==> src/design/esl_pkg.sv <==
// ----------------------------------------------------------------------------
// esl_pkg: shared types and constants for the emergency slot light controller
// Item, result and configuration structs, operation and state codes.
// ----------------------------------------------------------------------------
package esl_pkg;

  localparam int SLOT_COUNT_DEF = 4;

  localparam int POLE_ID_W   = 16;
  localparam int MS_CFG_W    = 20;
  localparam int CFG_DATA_W  = 20;
  localparam int CFG_INDEX_W = 2;
  localparam int TIME_W      = 32;
  localparam int EID_W       = 32;

  localparam logic [CFG_INDEX_W-1:0] CFG_IDX_POLE_ID = 2'd0;
  localparam logic [CFG_INDEX_W-1:0] CFG_IDX_HB_TOUT = 2'd1;
  localparam logic [CFG_INDEX_W-1:0] CFG_IDX_HOLD    = 2'd2;

  localparam logic [MS_CFG_W-1:0] HB_TIMEOUT_RST  = 20'd45000;
  localparam logic [MS_CFG_W-1:0] PASSED_HOLD_RST = 20'd5000;

  typedef enum logic {
    OP_UPDATE  = 1'b0,
    OP_COMMAND = 1'b1
  } op_t;

  typedef enum logic [1:0] {
    CMD_ENGAGE  = 2'd0,
    CMD_PREWARN = 2'd1,
    CMD_RELEASE = 2'd2,
    CMD_CANCEL  = 2'd3
  } cmd_t;

  typedef enum logic [1:0] {
    LM_OFF       = 2'd0,
    LM_DIM       = 2'd1,
    LM_MOTION    = 2'd2,
    LM_EMERGENCY = 2'd3
  } light_mode_t;

  typedef enum logic [2:0] {
    PS_NORMAL    = 3'd0,
    PS_PREPARING = 3'd1,
    PS_ACTIVE    = 3'd2,
    PS_PASSED    = 3'd3,
    PS_FAULT     = 3'd4,
    PS_OFFLINE   = 3'd5
  } pole_state_t;

  typedef enum logic [2:0] {
    FSM_IDLE,
    FSM_DECODE,
    FSM_SCAN,
    FSM_CHECK,
    FSM_HOLD,
    FSM_DONE
  } fsm_t;

  typedef struct packed {
    logic [POLE_ID_W-1:0] pole_id;
    logic [MS_CFG_W-1:0]  heartbeat_timeout_ms;
    logic [MS_CFG_W-1:0]  passed_hold_ms;
  } cfg_t;

  typedef struct packed {
    op_t                  operation;
    logic [TIME_W-1:0]    now_ms;
    logic                 is_dark;
    logic                 motion;
    logic [POLE_ID_W-1:0] target_id;
    logic                 target_broadcast;
    cmd_t                 command;
    logic [EID_W-1:0]     emergency_id;
  } item_t;

  typedef struct packed {
    logic        light_write;
    light_mode_t light_mode;
    logic        strobe_clear;
    pole_state_t pole_state;
    logic [2:0]  active_slots;
    logic        slot_timed_out;
  } result_t;

  typedef struct packed {
    logic eq;
    logic gt;
  } alu_res_t;

endpackage

==> src/design/esl_if.sv <==
// ----------------------------------------------------------------------------
// esl_in_if / esl_out_if: valid/ready channels of the slot light controller
// Input item channel and result channel with their payload fields.
// ----------------------------------------------------------------------------
interface esl_in_if;
  logic        valid;
  logic        ready;
  logic        operation;
  logic [31:0] now_ms;
  logic        is_dark;
  logic        motion;
  logic [15:0] target_id;
  logic        target_broadcast;
  logic [1:0]  command;
  logic [31:0] emergency_id;
  logic [2:0]  priority_req;

  modport source (
    output valid, operation, now_ms, is_dark, motion, target_id,
           target_broadcast, command, emergency_id, priority_req,
    input  ready
  );
  modport sink (
    input  valid, operation, now_ms, is_dark, motion, target_id,
           target_broadcast, command, emergency_id, priority_req,
    output ready
  );
endinterface

interface esl_out_if;
  logic       valid;
  logic       ready;
  logic       light_write;
  logic [1:0] light_mode;
  logic       strobe_clear;
  logic [2:0] pole_state;
  logic [2:0] active_slots;
  logic       slot_timed_out;

  modport source (
    output valid, light_write, light_mode, strobe_clear, pole_state,
           active_slots, slot_timed_out,
    input  ready
  );
  modport sink (
    input  valid, light_write, light_mode, strobe_clear, pole_state,
           active_slots, slot_timed_out,
    output ready
  );
endinterface

==> src/design/emergency_slot_light_mode_controller_core.sv <==
// ----------------------------------------------------------------------------
// emergency_slot_light_mode_controller_core: street-light pole controller
// Configuration registers, item intake, sequencer and result register.
// ----------------------------------------------------------------------------
//  channel  | direction | handshake        | payload
//  ---------+-----------+------------------+--------------------------------
//  in_if    | sink      | valid / ready    | update or command item
//  out_if   | source    | valid / ready    | one result beat per item
//  cfg_*    | sink      | cfg_we, no wait  | register index and write data
//
//  Steps: DECODE, DONE for prepare or an unaddressed command; DECODE, SCAN
//  to a free or matching slot or the last, DONE for activate; DECODE, SCAN of
//  all slots, CHECK, DONE for deactivate or cancel, with HOLD before DONE for
//  an update. SCAN walks one slot a cycle. in_if.ready rises with out_if.valid.
//  A waiting result stalls the sequencer in its last step only if the next
//  result is done too. Reset is synchronous: pole NORMAL, slots free.
// ----------------------------------------------------------------------------
module emergency_slot_light_mode_controller_core #(
  parameter int SLOT_COUNT = esl_pkg::SLOT_COUNT_DEF
) (
  input  logic                               clk,
  input  logic                               rst_n,
  esl_in_if.sink                             in_if,
  esl_out_if.source                          out_if,
  input  logic                               cfg_we,
  input  logic [esl_pkg::CFG_INDEX_W-1:0]    cfg_index,
  input  logic [esl_pkg::CFG_DATA_W-1:0]     cfg_wdata
);
  import esl_pkg::*;

  cfg_t    cfg_r;
  item_t   item;
  logic    item_load;
  logic    idle;
  logic    res_valid;
  logic    res_ready;
  result_t res;
  logic    out_valid_r;
  result_t out_data_r;

  always_ff @(posedge clk) begin
    if (!rst_n) begin
      cfg_r.pole_id              <= '0;
      cfg_r.heartbeat_timeout_ms <= HB_TIMEOUT_RST;
      cfg_r.passed_hold_ms       <= PASSED_HOLD_RST;
    end else if (cfg_we) begin
      case (cfg_index)
        CFG_IDX_POLE_ID: cfg_r.pole_id              <= cfg_wdata[POLE_ID_W-1:0];
        CFG_IDX_HB_TOUT: cfg_r.heartbeat_timeout_ms <= cfg_wdata[MS_CFG_W-1:0];
        CFG_IDX_HOLD:    cfg_r.passed_hold_ms       <= cfg_wdata[MS_CFG_W-1:0];
        default: begin
        end
      endcase
    end
  end

  assign item.operation        = op_t'(in_if.operation);
  assign item.now_ms           = in_if.now_ms;
  assign item.is_dark          = in_if.is_dark;
  assign item.motion           = in_if.motion;
  assign item.target_id        = in_if.target_id;
  assign item.target_broadcast = in_if.target_broadcast;
  assign item.command          = cmd_t'(in_if.command);
  assign item.emergency_id     = in_if.emergency_id;

  assign in_if.ready = idle;
  assign item_load   = in_if.valid && idle;

  esl_ctrl #(
    .SLOT_COUNT (SLOT_COUNT)
  ) u_ctrl (
    .clk       (clk),
    .rst_n     (rst_n),
    .cfg       (cfg_r),
    .item      (item),
    .item_load (item_load),
    .idle      (idle),
    .res_valid (res_valid),
    .res_ready (res_ready),
    .res       (res)
  );

  // hold the result beat until the sink takes it
  assign res_ready = !out_valid_r || out_if.ready;

  always_ff @(posedge clk) begin
    if (!rst_n) begin
      out_valid_r <= 1'b0;
    end else if (res_ready) begin
      out_valid_r <= res_valid;
    end
  end

  always_ff @(posedge clk) begin
    if (res_ready && res_valid) begin
      out_data_r <= res;
    end
  end

  assign out_if.valid          = out_valid_r;
  assign out_if.light_write    = out_data_r.light_write;
  assign out_if.light_mode     = out_data_r.light_mode;
  assign out_if.strobe_clear   = out_data_r.strobe_clear;
  assign out_if.pole_state     = out_data_r.pole_state;
  assign out_if.active_slots   = out_data_r.active_slots;
  assign out_if.slot_timed_out = out_data_r.slot_timed_out;

endmodule

==> src/design/esl_alu.sv <==
// ----------------------------------------------------------------------------
// esl_alu: shared subtract and compare unit
// Wrapping difference a - b tested against a limit, and equality of a and b.
// ----------------------------------------------------------------------------
module esl_alu (
  input  logic [31:0]           op_a,
  input  logic [31:0]           op_b,
  input  logic [19:0]           limit,
  output esl_pkg::alu_res_t     res
);
  import esl_pkg::*;

  logic [31:0] diff;

  assign diff   = op_a - op_b;
  assign res.eq = (op_a == op_b);
  assign res.gt = (diff > {12'd0, limit});

endmodule

==> src/design/esl_ctrl.sv <==
// ----------------------------------------------------------------------------
// esl_ctrl: sequencer, pole state and emergency slot store
// Walks the slots one per cycle through the shared compare unit, then
// settles the pole state and the light mode for the item.
// ----------------------------------------------------------------------------
module esl_ctrl #(
  parameter int SLOT_COUNT = esl_pkg::SLOT_COUNT_DEF
) (
  input  logic              clk,
  input  logic              rst_n,
  input  esl_pkg::cfg_t     cfg,
  input  esl_pkg::item_t    item,
  input  logic              item_load,
  output logic              idle,
  output logic              res_valid,
  input  logic              res_ready,
  output esl_pkg::result_t  res
);
  import esl_pkg::*;

  localparam int IDX_W = (SLOT_COUNT > 1) ? $clog2(SLOT_COUNT) : 1;
  localparam int CNT_W = $clog2(SLOT_COUNT + 1);
  localparam logic [IDX_W-1:0] LAST_IDX = IDX_W'(SLOT_COUNT - 1);

  fsm_t                  fsm_r, fsm_nxt;
  logic [IDX_W-1:0]      idx_r, idx_nxt;
  item_t                 item_r;
  pole_state_t           pole_r, pole_nxt;
  logic [TIME_W-1:0]     entered_r, entered_nxt;
  logic [CNT_W-1:0]      cnt_r, cnt_nxt;
  logic                  wr_r, wr_nxt;
  light_mode_t           mode_r, mode_nxt;
  logic                  strobe_r, strobe_nxt;
  logic                  tout_r, tout_nxt;

  // The priority level of a slot never reaches a result, so it is not kept.
  logic [SLOT_COUNT-1:0] slot_valid_r;
  logic [EID_W-1:0]      slot_eid_r [SLOT_COUNT];
  logic [TIME_W-1:0]     slot_hb_r  [SLOT_COUNT];

  logic                  slot_set;
  logic                  slot_clr;
  logic                  enter_req;
  pole_state_t           enter_code;
  logic                  addressed;
  logic                  last;
  logic                  cur_valid;

  logic [31:0]           alu_a;
  logic [31:0]           alu_b;
  logic [19:0]           alu_lim;
  alu_res_t              alu_res;
  logic [31:0]           cnt_ext;

  esl_alu u_alu (
    .op_a  (alu_a),
    .op_b  (alu_b),
    .limit (alu_lim),
    .res   (alu_res)
  );

  assign addressed = item_r.target_broadcast || (item_r.target_id == cfg.pole_id);
  assign last      = (idx_r == LAST_IDX);
  assign cur_valid = slot_valid_r[idx_r];
  assign idle      = (fsm_r == FSM_IDLE);
  assign cnt_ext   = 32'(cnt_r);

  always_comb begin
    fsm_nxt     = fsm_r;
    idx_nxt     = idx_r;
    pole_nxt    = pole_r;
    entered_nxt = entered_r;
    cnt_nxt     = cnt_r;
    wr_nxt      = wr_r;
    mode_nxt    = mode_r;
    strobe_nxt  = strobe_r;
    tout_nxt    = tout_r;
    slot_set    = 1'b0;
    slot_clr    = 1'b0;
    enter_req   = 1'b0;
    enter_code  = PS_NORMAL;
    res_valid   = 1'b0;
    alu_a       = item_r.emergency_id;
    alu_b       = slot_eid_r[idx_r];
    alu_lim     = cfg.heartbeat_timeout_ms;

    case (fsm_r)
      FSM_IDLE: begin
        if (item_load) begin
          fsm_nxt    = FSM_DECODE;
          idx_nxt    = '0;
          wr_nxt     = 1'b0;
          mode_nxt   = LM_OFF;
          strobe_nxt = 1'b0;
          tout_nxt   = 1'b0;
        end
      end
      FSM_DECODE: begin
        if (item_r.operation == OP_UPDATE) begin
          fsm_nxt = FSM_SCAN;
        end else if (!addressed) begin
          fsm_nxt = FSM_DONE;
        end else if (item_r.command == CMD_PREWARN) begin
          if (pole_r != PS_ACTIVE) begin
            enter_req  = 1'b1;
            enter_code = PS_PREPARING;
          end
          fsm_nxt = FSM_DONE;
        end else begin
          fsm_nxt = FSM_SCAN;
        end
      end
      FSM_SCAN: begin
        if (item_r.operation == OP_UPDATE) begin
          alu_a = item_r.now_ms;
          alu_b = slot_hb_r[idx_r];
          // expire a stale slot
          if (cur_valid && alu_res.gt) begin
            slot_clr = 1'b1;
            cnt_nxt  = cnt_r - CNT_W'(1);
            tout_nxt = 1'b1;
          end
          if (last) begin
            fsm_nxt = FSM_CHECK;
          end else begin
            idx_nxt = idx_r + IDX_W'(1);
          end
        end else if (item_r.command == CMD_ENGAGE) begin
          // take the first slot that is free or already holds the ID
          if (!cur_valid || alu_res.eq) begin
            slot_set   = 1'b1;
            if (!cur_valid) begin
              cnt_nxt = cnt_r + CNT_W'(1);
            end
            enter_req  = 1'b1;
            enter_code = PS_ACTIVE;
            fsm_nxt    = FSM_DONE;
          end else if (last) begin
            enter_req  = 1'b1;
            enter_code = PS_ACTIVE;
            fsm_nxt    = FSM_DONE;
          end else begin
            idx_nxt = idx_r + IDX_W'(1);
          end
        end else begin
          if (cur_valid && alu_res.eq) begin
            slot_clr = 1'b1;
            cnt_nxt  = cnt_r - CNT_W'(1);
          end
          if (last) begin
            fsm_nxt = FSM_CHECK;
          end else begin
            idx_nxt = idx_r + IDX_W'(1);
          end
        end
      end
      FSM_CHECK: begin
        if ((item_r.operation == OP_COMMAND || tout_r) &&
            cnt_r == '0 && pole_r == PS_ACTIVE) begin
          enter_req  = 1'b1;
          enter_code = PS_PASSED;
        end
        fsm_nxt = (item_r.operation == OP_UPDATE) ? FSM_HOLD : FSM_DONE;
      end
      FSM_HOLD: begin
        alu_a   = item_r.now_ms;
        alu_b   = entered_r;
        alu_lim = cfg.passed_hold_ms;
        if (pole_r == PS_PASSED) begin
          if (alu_res.gt) begin
            enter_req  = 1'b1;
            enter_code = PS_NORMAL;
          end
        end else if (pole_r == PS_NORMAL) begin
          wr_nxt = 1'b1;
          if (!item_r.is_dark) begin
            mode_nxt = LM_OFF;
          end else if (item_r.motion) begin
            mode_nxt = LM_MOTION;
          end else begin
            mode_nxt = LM_DIM;
          end
        end
        fsm_nxt = FSM_DONE;
      end
      FSM_DONE: begin
        res_valid = 1'b1;
        if (res_ready) begin
          fsm_nxt = FSM_IDLE;
        end
      end
      default: begin
        fsm_nxt = FSM_IDLE;
      end
    endcase

    if (enter_req) begin
      pole_nxt    = enter_code;
      entered_nxt = item_r.now_ms;
      case (enter_code)
        PS_ACTIVE: begin
          wr_nxt   = 1'b1;
          mode_nxt = LM_EMERGENCY;
        end
        PS_PREPARING: begin
          wr_nxt   = 1'b1;
          mode_nxt = LM_DIM;
        end
        PS_PASSED, PS_NORMAL: begin
          strobe_nxt = 1'b1;
        end
        default: begin
        end
      endcase
    end
  end

  always_ff @(posedge clk) begin
    if (!rst_n) begin
      fsm_r        <= FSM_IDLE;
      pole_r       <= PS_NORMAL;
      entered_r    <= '0;
      cnt_r        <= '0;
      slot_valid_r <= '0;
    end else begin
      fsm_r     <= fsm_nxt;
      pole_r    <= pole_nxt;
      entered_r <= entered_nxt;
      cnt_r     <= cnt_nxt;
      if (slot_set) begin
        slot_valid_r[idx_r] <= 1'b1;
      end else if (slot_clr) begin
        slot_valid_r[idx_r] <= 1'b0;
      end
    end
  end

  always_ff @(posedge clk) begin
    idx_r    <= idx_nxt;
    wr_r     <= wr_nxt;
    mode_r   <= mode_nxt;
    strobe_r <= strobe_nxt;
    tout_r   <= tout_nxt;
    if (item_load) begin
      item_r <= item;
    end
    if (slot_set) begin
      slot_eid_r[idx_r] <= item_r.emergency_id;
      slot_hb_r[idx_r]  <= item_r.now_ms;
    end
  end

  assign res.light_write    = wr_r;
  assign res.light_mode     = mode_r;
  assign res.strobe_clear   = strobe_r;
  assign res.pole_state     = pole_r;
  assign res.active_slots   = cnt_ext[2:0];
  assign res.slot_timed_out = tout_r;

endmodule
==> src/flat_wrapper.sv <==
// flat-port wrapper written by rule: the top's interface ports become plain ports
module emergency_slot_light_mode_controller_core_flat import esl_pkg::*;
#(
  parameter int SLOT_COUNT = esl_pkg::SLOT_COUNT_DEF
)
  (clk, rst_n, cfg_we, cfg_index, cfg_wdata, in_if_valid, in_if_operation, in_if_now_ms, in_if_is_dark, in_if_motion, in_if_target_id, in_if_target_broadcast, in_if_command, in_if_emergency_id, in_if_priority_req, in_if_ready, out_if_valid, out_if_light_write, out_if_light_mode, out_if_strobe_clear, out_if_pole_state, out_if_active_slots, out_if_slot_timed_out, out_if_ready);
  esl_in_if in_if_i ();
  esl_out_if out_if_i ();
  input  logic clk;
  input  logic rst_n;
  input  logic cfg_we;
  input  logic [esl_pkg::CFG_INDEX_W-1:0] cfg_index;
  input  logic [esl_pkg::CFG_DATA_W-1:0] cfg_wdata;
  input wire logic [$bits(in_if_i.valid)-1:0] in_if_valid;
  input wire logic [$bits(in_if_i.operation)-1:0] in_if_operation;
  input wire logic [$bits(in_if_i.now_ms)-1:0] in_if_now_ms;
  input wire logic [$bits(in_if_i.is_dark)-1:0] in_if_is_dark;
  input wire logic [$bits(in_if_i.motion)-1:0] in_if_motion;
  input wire logic [$bits(in_if_i.target_id)-1:0] in_if_target_id;
  input wire logic [$bits(in_if_i.target_broadcast)-1:0] in_if_target_broadcast;
  input wire logic [$bits(in_if_i.command)-1:0] in_if_command;
  input wire logic [$bits(in_if_i.emergency_id)-1:0] in_if_emergency_id;
  input wire logic [$bits(in_if_i.priority_req)-1:0] in_if_priority_req;
  output wire logic [$bits(in_if_i.ready)-1:0] in_if_ready;
  output wire logic [$bits(out_if_i.valid)-1:0] out_if_valid;
  output wire logic [$bits(out_if_i.light_write)-1:0] out_if_light_write;
  output wire logic [$bits(out_if_i.light_mode)-1:0] out_if_light_mode;
  output wire logic [$bits(out_if_i.strobe_clear)-1:0] out_if_strobe_clear;
  output wire logic [$bits(out_if_i.pole_state)-1:0] out_if_pole_state;
  output wire logic [$bits(out_if_i.active_slots)-1:0] out_if_active_slots;
  output wire logic [$bits(out_if_i.slot_timed_out)-1:0] out_if_slot_timed_out;
  input wire logic [$bits(out_if_i.ready)-1:0] out_if_ready;
  assign in_if_i.valid = in_if_valid;
  assign in_if_i.operation = in_if_operation;
  assign in_if_i.now_ms = in_if_now_ms;
  assign in_if_i.is_dark = in_if_is_dark;
  assign in_if_i.motion = in_if_motion;
  assign in_if_i.target_id = in_if_target_id;
  assign in_if_i.target_broadcast = in_if_target_broadcast;
  assign in_if_i.command = in_if_command;
  assign in_if_i.emergency_id = in_if_emergency_id;
  assign in_if_i.priority_req = in_if_priority_req;
  assign in_if_ready = in_if_i.ready;
  assign out_if_valid = out_if_i.valid;
  assign out_if_light_write = out_if_i.light_write;
  assign out_if_light_mode = out_if_i.light_mode;
  assign out_if_strobe_clear = out_if_i.strobe_clear;
  assign out_if_pole_state = out_if_i.pole_state;
  assign out_if_active_slots = out_if_i.active_slots;
  assign out_if_slot_timed_out = out_if_i.slot_timed_out;
  assign out_if_i.ready = out_if_ready;
  emergency_slot_light_mode_controller_core #(.SLOT_COUNT(SLOT_COUNT)) u_core (.clk(clk), .rst_n(rst_n), .in_if(in_if_i), .out_if(out_if_i), .cfg_we(cfg_we), .cfg_index(cfg_index), .cfg_wdata(cfg_wdata));
endmodule
==> config.mk <==
export PLATFORM = sky130hd
export DESIGN_NAME = emergency_slot_light_mode_controller_core_flat
export DESIGN_NICKNAME = d
export VERILOG_FILES = /design/src/design/esl_pkg.sv /design/src/design/esl_if.sv /design/src/design/emergency_slot_light_mode_controller_core.sv /design/src/design/esl_alu.sv /design/src/design/esl_ctrl.sv /design/src/flat_wrapper.sv
export SDC_FILE = /design/constraint.sdc
export NUM_CORES = 1
export LEC_CHECK = 0
export ABC_AREA = 1
export BUFFER_PORTS_ARGS = -buffer_cell sky130_fd_sc_hd__buf_4
export CORE_ASPECT_RATIO = 0.9
export CORE_MARGIN = 2
export CORE_UTILIZATION = 30
export CTS_BUF_LIST = sky130_fd_sc_hd__clkbuf_4 sky130_fd_sc_hd__clkbuf_8
export DETAILED_ROUTE_END_ITERATION = 8
export PLACE_DENSITY = 0.5
export SYNTH_ARGS = -nofsm -noshare
export SYNTH_HDL_FRONTEND = slang
export SYNTH_SLANG_ARGS = --single-unit
==> constraint.sdc <==
create_clock -name clk -period 10.67 [get_ports clk]
set_clock_uncertainty 0.1 [all_clocks]
set_input_delay 0.5335 -clock clk [delete_from_list [all_inputs] [get_ports clk]]
set_output_delay 0.5335 -clock clk [all_outputs]
set_load 0.02 [all_outputs]
After elaboration in Yosys (flattened, before gate mapping)
Memory sizes are Yosys's and may differ from the RTL's. A register that Yosys moved wholly into a read port is not among the register bits.
Cells that the tools add are included.
{ "totals": {"register_bits": 206, "latchBits": 0, "ram_bits": 256, "romBits": 0, "input_bits": 116, "out_inout_bits": 13, "word_cells": 190, "memories": 2} }
{ "classes": {"add_sub_neg": 4, "multipliers": 0, "div": 0, "order_cmp": 3, "n_eq_ne": 26, "shifts": 0, "muxes": 93, "bitwise": 3, "reduce_logical": 31} }
{ "mem_list": {"columns": ["memory", "depth", "width", "rd", "rd_ports_with_merged_regs", "write_ports", "line_no", "rtl"], "rows": [
  ["u_core.u_ctrl.slot_eid_r", 4, 32, 1, 1, 1, "esl_ctrl.sv:38", "logic [EID_W-1:0] slot_eid_r [SLOT_COUNT];"],
  ["u_core.u_ctrl.slot_hb_r", 4, 32, 1, 1, 1, "esl_ctrl.sv:39", "logic [TIME_W-1:0] slot_hb_r [SLOT_COUNT];"]
]} }
{ "op_table": {"columns": ["cell", "count"], "rows": [
  ["32-bit case mux with 2 select lines", 2],
  ["32-bit two-way mux", 2],
  ["3-bit two-way mux", 16],
  ["1-bit two-way mux", 42],
  ["2-bit two-way mux", 18],
  ["32-bit == test", 1],
  ["32-bit by 20-bit > comparator with 1-bit output", 1],
  ["32-bit subtractor", 1],
  ["20-bit two-way mux", 1],
  ["3-bit by 2-bit == test with 1-bit output, second input constant", 6],
  ["3-bit case mux with 6 select lines", 1],
  ["16-bit == test", 1],
  ["3-bit zero test", 4],
  ["2-bit case mux with 2 select lines", 3],
  ["4-bit two-way mux", 2],
  ["1-bit logical AND", 7],
  ["3-bit by 1-bit == test with 1-bit output, second input constant", 2],
  ["3-bit == test, second input constant", 2],
  ["3-bit by 2-bit inequality test with 1-bit output, second input constant", 2],
  ["2-bit case mux with 3 select lines", 1],
  ["2-bit AND reduction", 3],
  ["3-bit AND reduction", 2],
  ["2-bit nonzero test", 3],
  ["5-bit inequality test, second input constant", 1],
  ["other kinds (25)", 36]
]} }

Logic depth before layout (Yosys ltp)
Gate-level depths: netlist (run 1).
{ "depth": {"depth_word": 12, "mapped_depth": 37, "mapped_depth_nobuf": 35} }

Cells and area by module
From an unflattened synthesis (run 1), not the netlist that was laid out.
{ "hier_totals": {"cells_unflattened": 2400, "hier_area_um2": 22083.7} }
{ "modules_own_cells": {"columns": ["mod", "instances", "cells_each", "area_each_um2", "seq_area_each_um2"], "rows": [
  ["esl_ctrl", 1, 1432, 16283.1, 11360.9],
  ["esl_alu", 1, 614, 3150.5, 0.0],
  ["emergency_slot_light_mode_controller_core", 1, 354, 2650.0, 1471.4]
]} }

Worst setup path before layout (run 1)
OpenSTA, ideal clock, no wires.
{ "synth_path": {"kind": "reg-to-reg", "startpoint": "reg (tool-made name)", "endpoint": "mem u_core.u_ctrl.slot_eid_r[0][0] (enable)", "setup_time_ns": 0.488, "t_arrival_ns": 5.648, "setup_slack_ns": 4.435, "stages_incl_launch_ff": 18, "cell_sequence": "dfxtp_1 buf_2 clkbuf_1 clkbuf_1 mux2i_1 o32ai_1 a221oi_1 ha_1 nand2_1 nor2_1 nand2_1 nor2_1 inv_1 nor3_1 nand2_1 nand2_1 nand2_1 nor2_1"} }
{ "synth_rtl": {"columns": ["item", "line_no"], "rows": [
  ["end: declaration", "esl_ctrl.sv:38"]
]} }

Worst setup path in the final report (run 1)
{ "layout_path": {"startpoint": "reg u_core.u_ctrl.fsm_r[2]", "endpoint": "reg u_core.u_ctrl.entered_r[20]"} }
{ "layout_between": {"elab_chain_cells": 8, "word_cells_on_any_way": 17, "cone_classes": "1 x add/sub; 1 x order compare; 5 x eq/ne; 9 x mux; 1 x reduce/logical"} }
{ "layout_lines": {"columns": ["item", "line_no", "rtl"], "rows": [
  ["start: declaration", "esl_ctrl.sv:25", "fsm_t fsm_r, fsm_nxt;"],
  ["start signal: assignment", "esl_ctrl.sv:226", "fsm_r <= fsm_nxt;"],
  ["branches (longest 7 deep; another with 32-bit subtractor)", null, null],
  ["1-bit case mux with 4 select lines *", "esl_ctrl.sv:87", "case (fsm_r)"],
  ["end signal: assignment", "esl_ctrl.sv:228", "entered_r <= entered_nxt;"],
  ["end: declaration", "esl_ctrl.sv:29", "logic [TIME_W-1:0] entered_r, entered_nxt;"]
]} }
Every way passes the cells marked *.
A chain may end at the register's enable or synchronous reset.

==> key figures, run 1 <==
Synth
  • Most used DFF post-synth: edfxtp_1
  • Post-synth cell types: 52
  • Sequential share of the synthesized area: 61.8%
  • Synth Instances: 2,059
  • Yosys warnings: 0
  • #FFs+latches synth: 462
  • Post-Syn Area per Cell: around 10 µm²
  • Number of synthesized flops with an enable pin: ~360
  • Post-Syn Area: 20,700 µm²
  • Net Count, Synth: roughly 2.2k
  • Ys async rst share: 0%

Routing
  • Via density: 4.69
  • Drt initial violations: 919
  • Vias: 15.5k
  • # DRC: 0
  • Post-route ant nets: 0
  • DR pass1 iterations: 5
  • Routed wire per std cell: 17.4 µm
  • Final wirelength: 57,600 µm

Cells and area
  • Ant diodes: 0
  • Area Growth Syn to Fin: 23.1%
  • Layout Nets: 2,480
  • Layout Cells excl Fill: 3,307
  • Storage cell area: 12,800 µm²
  • Layout cell share with drive strength beyond 1: 13.2%
  • Footprint of the multi-input gates: between 7000 and 8000 µm²
  • Fillers: 6,770

Critical path
  • CP Launch Point: u_core.u_ctrl.fsm_r[2]
  • Slowest-stage cell, CP: clkinv_2
  • Critical Path AT: 8.19 ns
  • CP endpoint kind: register
  • Register-to-Register Path Depth: 32
  • CP Max Fanout: 47
  • Worst setup SP type: register
  • WS Path Type: register to register
  • Crit-path most repeated cell: nand2_1
  • Worst endpoint required time: 11.12 ns
  • Worst path max stage delay: ~0.79 ns
  • Reg2reg start: u_core.u_ctrl.fsm_r[2]

Power
  • PwrDens: ~330 nW/µm²
  • Switching share of total power: 43.9%
  • Max IR drop VDD: 142 µV
  • Clk network pwr share: 20.9%
  • Internal power: 4.78 mW
  • Logic pwr share: a little under half
  • Sequential power share: between 30% and 40%
  • Net switching power figure: 3.74 mW
  • Pleak: 10.2 nW

Flow run
  • Max-cap violations: 0

Place
  • GP Congestion: 0.873
  • Post-DP HPWL: 35,900 µm
  • PortBufs: 124
  • Placed instance count: 3,046

Global route
  • Initial antenna violation count: 0
  • All-Layer GR Usage: between 15 and 20%
  • First-pass GRT wire length: 89,200 µm
  • GR Overflow Total: 0
  • Largest net degree at the start of global routing: 68
  • Vias in the first global route: between 15k and 20k

Clocking
  • Worst-skew pair later-pin latency: approximately 0.67 ns
  • Num CTS Buffers: 83
  • Root Driver: clkbuf_8
  • Clock sinks: approximately 460
  • Max Root-Sink Buffers: 3
  • CTS tree: done
  • Reg clk slew, reported paths: 0.06 ns
  • H-tree Lvls: 3

Floorplan
  • Core area: 68,400 µm²
  • Overall die height: 253 µm
  • Chip width: 281 µm
  • Ports: between 100 and 150
  • DIE AREA: 71,200 µm²
  • Row cnt: between 90 and 100
  • Initial Utilization: 30.3%

Timing
  • Setup_tns: 0 ns
  • Slew Limit Fails: 0
  • Final setup fails: 0
  • Tcrit/Tclk final: 72.5%
  • Period minus WS final: slightly below 8 ns
  • Worst slew margin: a little over a fifth
  • Worst-Margin Slew: between 1 and 1.5 ns
  • Fmax: roughly 130 MHz
  • Setup repair after global routing missed its margin: no
  • Final hold vios: 0

Run status
  • Outcome: complete, no violations

Hold path
  • Hold_sp: rst_n
  • Hold Crit Depth: 2
  • Worst min path class: primary input to register
[registers in the layout (all words and copies together) (netlist names), 3 cells and up, named ones only]
register	flops
u_core.u_ctrl.slot_eid_r	128
u_core.u_ctrl.entered_r	32
u_core.u_ctrl.cnt_r	3
u_core.u_ctrl.slot_hb_r	128
u_core.out_if.active_slots	3
u_core.u_ctrl.fsm_r	3
u_core.u_ctrl.item_r	86
u_core.cfg_r	56
[power groups by stage]
stage | sequential (mW) | combinational, mW | clock [mW]
floorplan | 2.64 | 2.78 | 0
global placement | 2.74 | 3.97 | 0
detailed placement | 2.75 | 4.00 | 0
CTS | 2.72 | 4.05 | 1.83
global route | 2.76 | 4.56 | 1.91
finish | 2.71 | 4.03 | 1.78
[cells in the final DEF (no fill, tap or decap), types with 14 or more instances in the layout]
master / instances
inv_1: 138
xor2_1: 21
nor2_1: 318
a221oi_1: 46
nand3_1: 44
dfxtp_1: 105
ha_1: 55
a21oi_1: 88
dlygate4sd3_1: 107
nor3_1: 24
clkinv_1: 14
mux2i_1: 31
o21a_1: 14
xnor2_1: 15
edfxtp_1: 355
o21ai_0: 131
clkbuf_8: 91
o22ai_1: 23
nand2_1: 458
buf_4: 143
clkbuf_4: 28
[cells by family (layout without fill, tap and decap cells)]
logic type | count (synthesis) | count (layout) | synth area share, %
adder cells (fa/ha/maj) | 56 | 56 | 3.42
buffers and inverters | 235 | 553 | 4.47
flip-flops | 462 | 462 | 61.8
multiplexers | 31 | 31 | 1.50
XOR/XNOR | 36 | 36 | 1.52
AO/OA/AOI/OAI | 346 | 346 | 10.0
other | 1 | 1 | 0.0181
AND/OR/NAND/NOR | 892 | 892 | 17.3
[metrics by stage]
step           hold WS [ns]  util, %  setup WS [ns]  area [µm²]  total power, mW
5_1_grt               0.151     37.3           2.31       25500             9.23
3_3_place_gp          0.318     33.1           3.08       22600             6.71
4_1_cts               0.122     37.3           2.90       25500             8.61
3_5_place_dp          0.318     33.1           2.95       22600             6.75
6_report              0.178     37.3           2.93       25500             8.52
2_1_floorplan         0.303        -           4.43       20700             5.42
[final cells by class]
| class | instances | share of cell area (%) |
|---|---|---|
| clock inverters | 35 | 1.29 |
| multi-input cells | 1362 | 27.5 |
| inverters | 148 | 2.19 |
| flip-flops and latches | 462 | 50.2 |
| well taps | 930 | 4.56 |
| repair buffers | 251 | 8.49 |
| clock buffers | 119 | 5.74 |
[worst max-delay path, delay by kind of cell, from the launching register on]
kind	cells	cell delay, ns
adder cells (fa/ha/maj)	2	0.60
AO/OA/AOI/OAI	2	0.61
XOR/XNOR	1	0.35
buffers and inverters	5	2.31
flip-flops	1	0.35
AND/OR/NAND/NOR	22	3.14
[per-layer routing]
| metal | wire length, µm | GRT usage, % | vias up | share of wire [%] |
|---|---|---|---|---|
| met5 | 0 | 0 | - | 0 |
| met4 | 1270 | 5.15 | 0 | 2.2 |
| met3 | 3070 | 3.02 | 91 | 5.3 |
| met2 | 27000 | 26.9 | 416 | 47 |
| met1 | 26300 | 21.6 | 7413 | 46 |
| li1 | - | - | 7586 | - |
[Yosys cell counts (5+ instances only)]
cell type | count | area [µm²]
nand2_1 | 458 | 1720
edfxtp_1 | 355 | 10700
nor2_1 | 321 | 1200
inv_1 | 140 | 526
o21ai_0 | 131 | 656
dfxtp_1 | 107 | 2140
a21oi_1 | 88 | 440
clkbuf_1 | 72 | 270
ha_1 | 55 | 688
a221oi_1 | 46 | 403
nand3_1 | 44 | 220
mux2i_1 | 31 | 310
nor3_1 | 24 | 120
o22ai_1 | 23 | 144
xor2_1 | 21 | 184
xnor2_1 | 15 | 131
o21a_1 | 14 | 105
nand4_1 | 13 | 81.3
o21ai_1 | 11 | 55.1
o32ai_1 | 11 | 96.3
inv_2 | 6 | 22.5
nand3b_1 | 6 | 45.0
or2_2 | 6 | 37.5
and2_1 | 5 | 31.3
buf_1 | 5 | 18.8
[repair_timing]
action,CTS,global route
hold buffers,107,0
gates resized for setup,0,0
buffers inserted,0,0
endpoints found under the hold margin,133,0
[worst paths after layout]
| check | endpoint | slack [ns] |
|---|---|---|
| min | u_core.cfg_r[23] | 0.18 |
| max | u_core.u_ctrl.entered_r[20] | 2.93 |
| min reg2reg | u_core.out_if.light_write | 0.33 |
| max reg2reg | u_core.u_ctrl.entered_r[20] | 2.93 |
Power figures use the tool's default switching activity.
==> run 2, diff against run 1 <==
==> constraint.sdc (replaced) <==
create_clock -name clk -period 7.9 [get_ports clk]
set_clock_uncertainty 0.1 [all_clocks]
set_input_delay 0.395 -clock clk [delete_from_list [all_inputs] [get_ports clk]]
set_output_delay 0.395 -clock clk [all_outputs]
set_load 0.02 [all_outputs]
==> run 2 against run 1 <==
  * Utilization grew 0.16 points
  * Sequential power is 34% higher
  * Critical endpoint unchanged
  * First-iteration DRC count grew 15%
  * Sequential cell count unchanged
  * Design area grew 0.44%
  * Final cell count up 0.30%
  * Via count up 0.50%
  * Critical path type unchanged
==> key figures, run 2 (same netlist as run 1, synthesis figures left out) <==
Floorplan
  • Chip width: between 200 and 300 µm
  • Core area: a little under 70,000 µm²
  • Row cnt: 91
  • Overall die height: between 200 and 300 µm
  • Ports: between 100 and 150
  • Initial Utilization: 30.3%
  • DIE AREA: about 71,000 µm²

Power
  • Internal power: 6.49 mW
  • Clk network pwr share: 20.4%
  • Pwr Total: 11.5 mW
  • Net switching power figure: 4.98 mW
  • Sequential power share: 31.6%
  • Pleak: 10.2 nW
  • Max IR drop VDD: 210 µV
  • PwrDens: 448 nW/µm²
  • Switching share of total power: 43.4%
  • Logic pwr share: 48.0%

Critical path
  • CP Max Fanout: 17
  • Crit-path most repeated cell: nand2_1
  • Slowest-stage cell, CP: ha_1
  • Worst path max stage delay: ~0.49 ns
  • CP Launch Point: u_core.u_ctrl.fsm_r[2]
  • Worst setup SP type: register
  • Worst endpoint required time: 8.34 ns
  • Reg2reg start: u_core.u_ctrl.fsm_r[2]
  • WS Path Type: register to register
  • CP endpoint kind: register
  • Critical Path AT: 6.54 ns

Timing
  • Worst-Margin Slew: 0.818 ns
  • Period minus WS final: 6.10 ns
  • Final hold vios: 0
  • Tcrit/Tclk final: 77.2%
  • Setup repair after global routing missed its margin: no
  • Worst slew margin: 45.5%
  • Fmax: 164 MHz
  • Final setup fails: 0
  • Setup_tns: 0 ns
  • Slew Limit Fails: 0

Routing
  • DR pass1 iterations: 5
  • Drt initial violations: 1,061
  • Routed wire per std cell: 17.3 µm
  • Via density: 4.70
  • Final wirelength: 57,300 µm
  • Post-route ant nets: 0
  • Vias: 15.6k
  • # DRC: 0

Clocking
  • Post CTS Setup Buffer Count: 0
  • Worst-skew pair later-pin latency: 0.67 ns
  • CTS tree: done
  • Clock sinks: 462
  • Post-CTS sizing: 0
  • Max Root-Sink Buffers: 3
  • Reg clk slew, reported paths: 0.06 ns
  • Root Driver: clkbuf_8
  • H-tree Lvls: 3
  • Num CTS Buffers: 82

Cells and area
  • Post-layout util: 37.4%
  • Area Growth Syn to Fin: 23.6%
  • Ant diodes: 0
  • Biggest regs: u_core.u_ctrl.slot_eid_r: 128 flops, u_core.u_ctrl.slot_hb_r: 128 flops, u_core.u_ctrl.item_r: 86 flops
  • Layout cell share with drive strength beyond 1: 13.7%
  • Fillers: 6,812
  • Commonest cells after routing, fill and taps aside: nand2_1 (458), edfxtp_1 (355), nor2_1 (318)
  • Commonest non-fill, non-tap cell in the layout: nand2_1
  • Layout Nets: 2,491

Run status
  • Outcome: complete, no violations

Hold path
  • Hold_sp: rst_n
  • Worst min path class: primary input to register

Flow run
  • Max-cap violations: 0

Place
  • GP Congestion: just under 0.9
  • Post-DP HPWL: 35,900 µm
  • PortBufs: around 120

Global route
  • First-pass GRT wire length: 88,400 µm
  • Vias in the first global route: 15.5k
  • Largest net degree at the start of global routing: 71
  • Initial antenna violation count: 1
  • All-Layer GR Usage: ~16%
  • GR Overflow Total: 0
run 2: cell count changes in the layout (fill, tap and decap cells not counted), sizes merged:
| cell | before | now |
|---|---|---|
| clkbuf | 119 | 136 |
| bufinv | 6 | 2 |
| clkinvlp | 5 | 2 |
| buf | 144 | 156 |
| clkinv | 26 | 15 |
| inv | 146 | 145 |
run 2: stage by stage:
step | area [µm²] | hold WS (ns) | cells | setup slack (ns)
final | 25600 | 0.0747 | 3317 | 1.80
after global routing | 25600 | 0.0708 | 3317 | 1.29
after CTS | 25600 | 0.0227 | 3317 | 1.79
after detailed placement | 22800 | 0.316 | 3058 | 1.87
after global placement | 22800 | 0.316 | 3058 | 1.79
after floorplan | 20700 | 0.303 | 2059 | 1.66
run 2: path summary, 6_finish.rpt:
path	to	slack, ns	depth (start not counted)
worst max register to register	u_core.u_ctrl.entered_r[20]	1.80	30
worst min-delay path	u_core.cfg_r[12]	0.07	2
worst min register to register	u_core.out_if.strobe_clear	0.33	0
worst max-delay path	u_core.u_ctrl.entered_r[20]	1.80	30
run 2: worst max-delay path: cells and delay by family, from the launching register on:
kind | cells | cell delay (ns)
simple gates | 18 | 2.47
xor+xnor | 1 | 0.25
buf+inv | 4 | 1.06
compound gates | 5 | 0.91
fa+ha+maj | 2 | 0.79
flops | 1 | 0.35
run 2: power groups by stage:
stage                     logic, mW  clock network [mW]  registers [mW]
after detailed placement       5.49                   0            3.68
after CTS                      5.56                2.41            3.63
final                          5.51                2.34            3.62
after global placement         5.44                   0            3.66
after floorplan                3.76                   0            3.56
after global routing           6.24                2.52            3.68
run 2: timing repair:
item / in CTS / in global routing
hold endpoints to repair: 143 / 0
endpoints found under the setup margin: 0 / 0
hold buffers: 107 / 0
run 2: metal layers:
| layer | up-vias | wire length (µm) | global-route usage, % |
|---|---|---|---|
| met5 | - | 0 | 0 |
| met4 | 0 | 1100 | 4.69 |
| met3 | 85 | 2740 | 2.48 |
| met2 | 372 | 27000 | 26.8 |
| met1 | 7503 | 26400 | 21.8 |
| li1 | 7623 | - | - |
run 2: area by class of cell:
type | count | area, µm² | share of cell area [%]
sequential | 462 | 12800 | 50.0
inverter | 148 | 558 | 2.18
clock buffer | 136 | 1640 | 6.41
tap | 930 | 1160 | 4.54
timing repair buffer | 263 | 2300 | 9.00
clock inverter | 16 | 121 | 0.474
multi-input combinational | 1362 | 7010 | 27.4
==> run 3, diff against run 2 <==
==> constraint.sdc (replaced) <==
create_clock -name clk -period 5.7 [get_ports clk]
set_clock_uncertainty 0.1 [all_clocks]
set_input_delay 0.285 -clock clk [delete_from_list [all_inputs] [get_ports clk]]
set_output_delay 0.285 -clock clk [all_outputs]
set_load 0.02 [all_outputs]
==> run 3 against run 2 <==
  * Clock power increased by 33%
  * Critical endpoint is now u_core.u_ctrl.entered_r[16]
  * Die area stayed put
  * Critical path depth is 5 higher
  * Design area up 2.6%
  * Register-to-register slack worse by 1.4 ns
  * Sequential share of layout area fell by 1.3 points
  * Maximum frequency up 16%
  * Via count increased by 1.5%
  * Non-clock buffer count up 64
  * Largest cell class unchanged
==> key figures, run 3 (same netlist as run 1, synthesis figures left out) <==
Global route
  • Vias in the first global route: 15.8k
  • First-pass GRT wire length: 89,100 µm
  • GR Overflow Total: 0
  • Largest net degree at the start of global routing: 92
  • All-Layer GR Usage: between 10% and 20%
  • Initial antenna violation count: 0

Place
  • Post-DP HPWL: between 30,000 and 40,000 µm
  • Placed inst area: 23,300 µm²
  • PortBufs: 124
  • GP Congestion: 0.886

Floorplan
  • DIE AREA: 71,200 µm²
  • Ports: ~130
  • Initial Utilization: 30.3%
  • Chip width: around 280 µm
  • Row cnt: 91
  • Core area: slightly below 70,000 µm²
  • Overall die height: 253 µm

Routing
  • Vias: 15.8k
  • Routed wire per std cell: 17.2 µm
  • DR pass1 iterations: 5
  • Post-route ant nets: 0
  • Via density: about 4.7
  • Final wirelength: 58,000 µm
  • # DRC: 0
  • Drt initial violations: 940

Critical path
  • CP Max Fanout: 19
  • Slowest-stage cell, CP: dfxtp_1
  • Worst setup SP type: register
  • Crit path max-delay family: simple AND/OR/NAND/NOR gates
  • Reg2Reg Setup Slack: 0.44 ns
  • CP endpoint kind: register
  • Critical Path AT: 5.77 ns
  • Buf/Inv on CP: 7
  • Crit-path most repeated cell: nand2_1
  • Worst path max stage delay: between 0.4 and 0.5 ns
  • Worst endpoint required time: roughly 6.2 ns
  • WS Path Type: register to register

Power
  • Pleak: 10.6 nW
  • PwrDens: 630 nW/µm²
  • Max IR drop VDD: 250 µV

Cells and area
  • Design area: 26,300 µm²
  • Ant diodes: 0
  • Biggest regs: u_core.u_ctrl.slot_eid_r: 128 flops, u_core.u_ctrl.slot_hb_r: 128 flops, u_core.u_ctrl.item_r: 86 flops
  • Commonest cells after routing, fill and taps aside: nand2_1 (458), edfxtp_1 (355), nor2_1 (316)
  • Commonest non-fill, non-tap cell in the layout: nand2_1
  • Layout Nets: ~2.6k
  • Area Growth Syn to Fin: 26.8%
  • Layout cell share with drive strength beyond 1: 16.2%

Timing
  • Period minus WS final: 5.26 ns
  • Slew Limit Fails: 0
  • Final hold vios: 0
  • Worst slew margin: 33.0%
  • Worst-Margin Slew: roughly 1.0 ns
  • Setup_tns: 0 ns
  • Final setup fails: 0
  • Tcrit/Tclk final: 92.3%
  • Fmax: 190 MHz

Run status
  • Outcome: complete, no violations

Flow run
  • Max-cap violations: 0

Clocking
  • Reg clk slew, reported paths: around 0.06 ns
  • Clock sinks: 462
  • H-tree Lvls: 3
  • CTS tree: done
  • Max Root-Sink Buffers: 3
  • Worst-skew pair later-pin latency: 0.68 ns
  • Root Driver: clkbuf_8
  • Num CTS Buffers: 81

Hold path
  • Worst min path class: primary input to register
==> run 3: stage by stage <==
step	hold WS, ns	total power, mW	std cells	util, %	worst slack, ns
after CTS	0.00292	16.6	3375	38.2	0.188
after floorplan	0.284	10.1	2059	-	-0.535
after global placement	0.321	13.2	3113	34.1	0.287
final	0.0579	16.6	3378	38.4	0.439
after detailed placement	0.316	13.3	3113	34.1	0.232
after global routing	0.0334	17.9	3378	38.4	-0.0121
==> run 3: path summary, 6_finish.rpt <==
| kind | endpoint | startpoint | cells past startpoint |
|---|---|---|---|
| hold reg to reg | u_core.out_if.light_write | u_core.u_ctrl.wr_r | 0 |
| setup / recovery | u_core.u_ctrl.entered_r[16] | u_core.u_ctrl.fsm_r[2] | 35 |
| hold / removal | u_core.cfg_r[8] | cfg_index[0] | 5 |
| setup reg to reg | u_core.u_ctrl.entered_r[16] | u_core.u_ctrl.fsm_r[2] | 35 |
==> run 3: final cells by class <==
type | instances | area, µm²
fill | 6761 | 42200
sequential | 462 | 12800
multi-input combinational | 1362 | 7080
timing repair buffer | 327 | 3000
clock buffer | 125 | 1490
tap | 930 | 1160
inverter | 148 | 561
clock inverter | 24 | 179
==> run 3: layer usage <==
metal / track usage [%] / vias to the layer above / share of wire [%] / wire (µm)
met3: 2.95 / 90 / 4.7 / 2740
met2: 27.4 / 366 / 48 / 27600
met4: 5.53 / 0 / 2.2 / 1270
met1: 21.1 / 7607 / 45 / 26400
li1: - / 7748 / - / -
met5: 0 / - / 0 / 0
==> run 3: worst register-to-register path, delay by kind of cell, from the launching register on <==
kind / cells / cell delay [ns]
xor gates and xnor gates: 1 / 0.22
AOI/OAI and AO/OA: 6 / 1.02
adders and majority gates: 2 / 0.63
DFF: 1 / 0.41
buffers and inverters: 7 / 0.97
and+or+nand+nor: 19 / 1.87
==> run 3: power by group <==
part / total (mW) / switching (mW) / internal [mW] / leakage [nW]
sequential: 5.04 / 0.513 / 4.53 / 4.13
clock: 3.12 / 1.37 / 1.76 / 0.876
combinational: 8.39 / 5.23 / 3.16 / 5.56
==> run 3: repair_timing <==
action,4_1_cts,5_1_grt
setup endpoints to repair,0,45
hold endpoints to repair,152,0
setup buffers,0,2
hold buffers,113,0
gates resized for setup,0,21
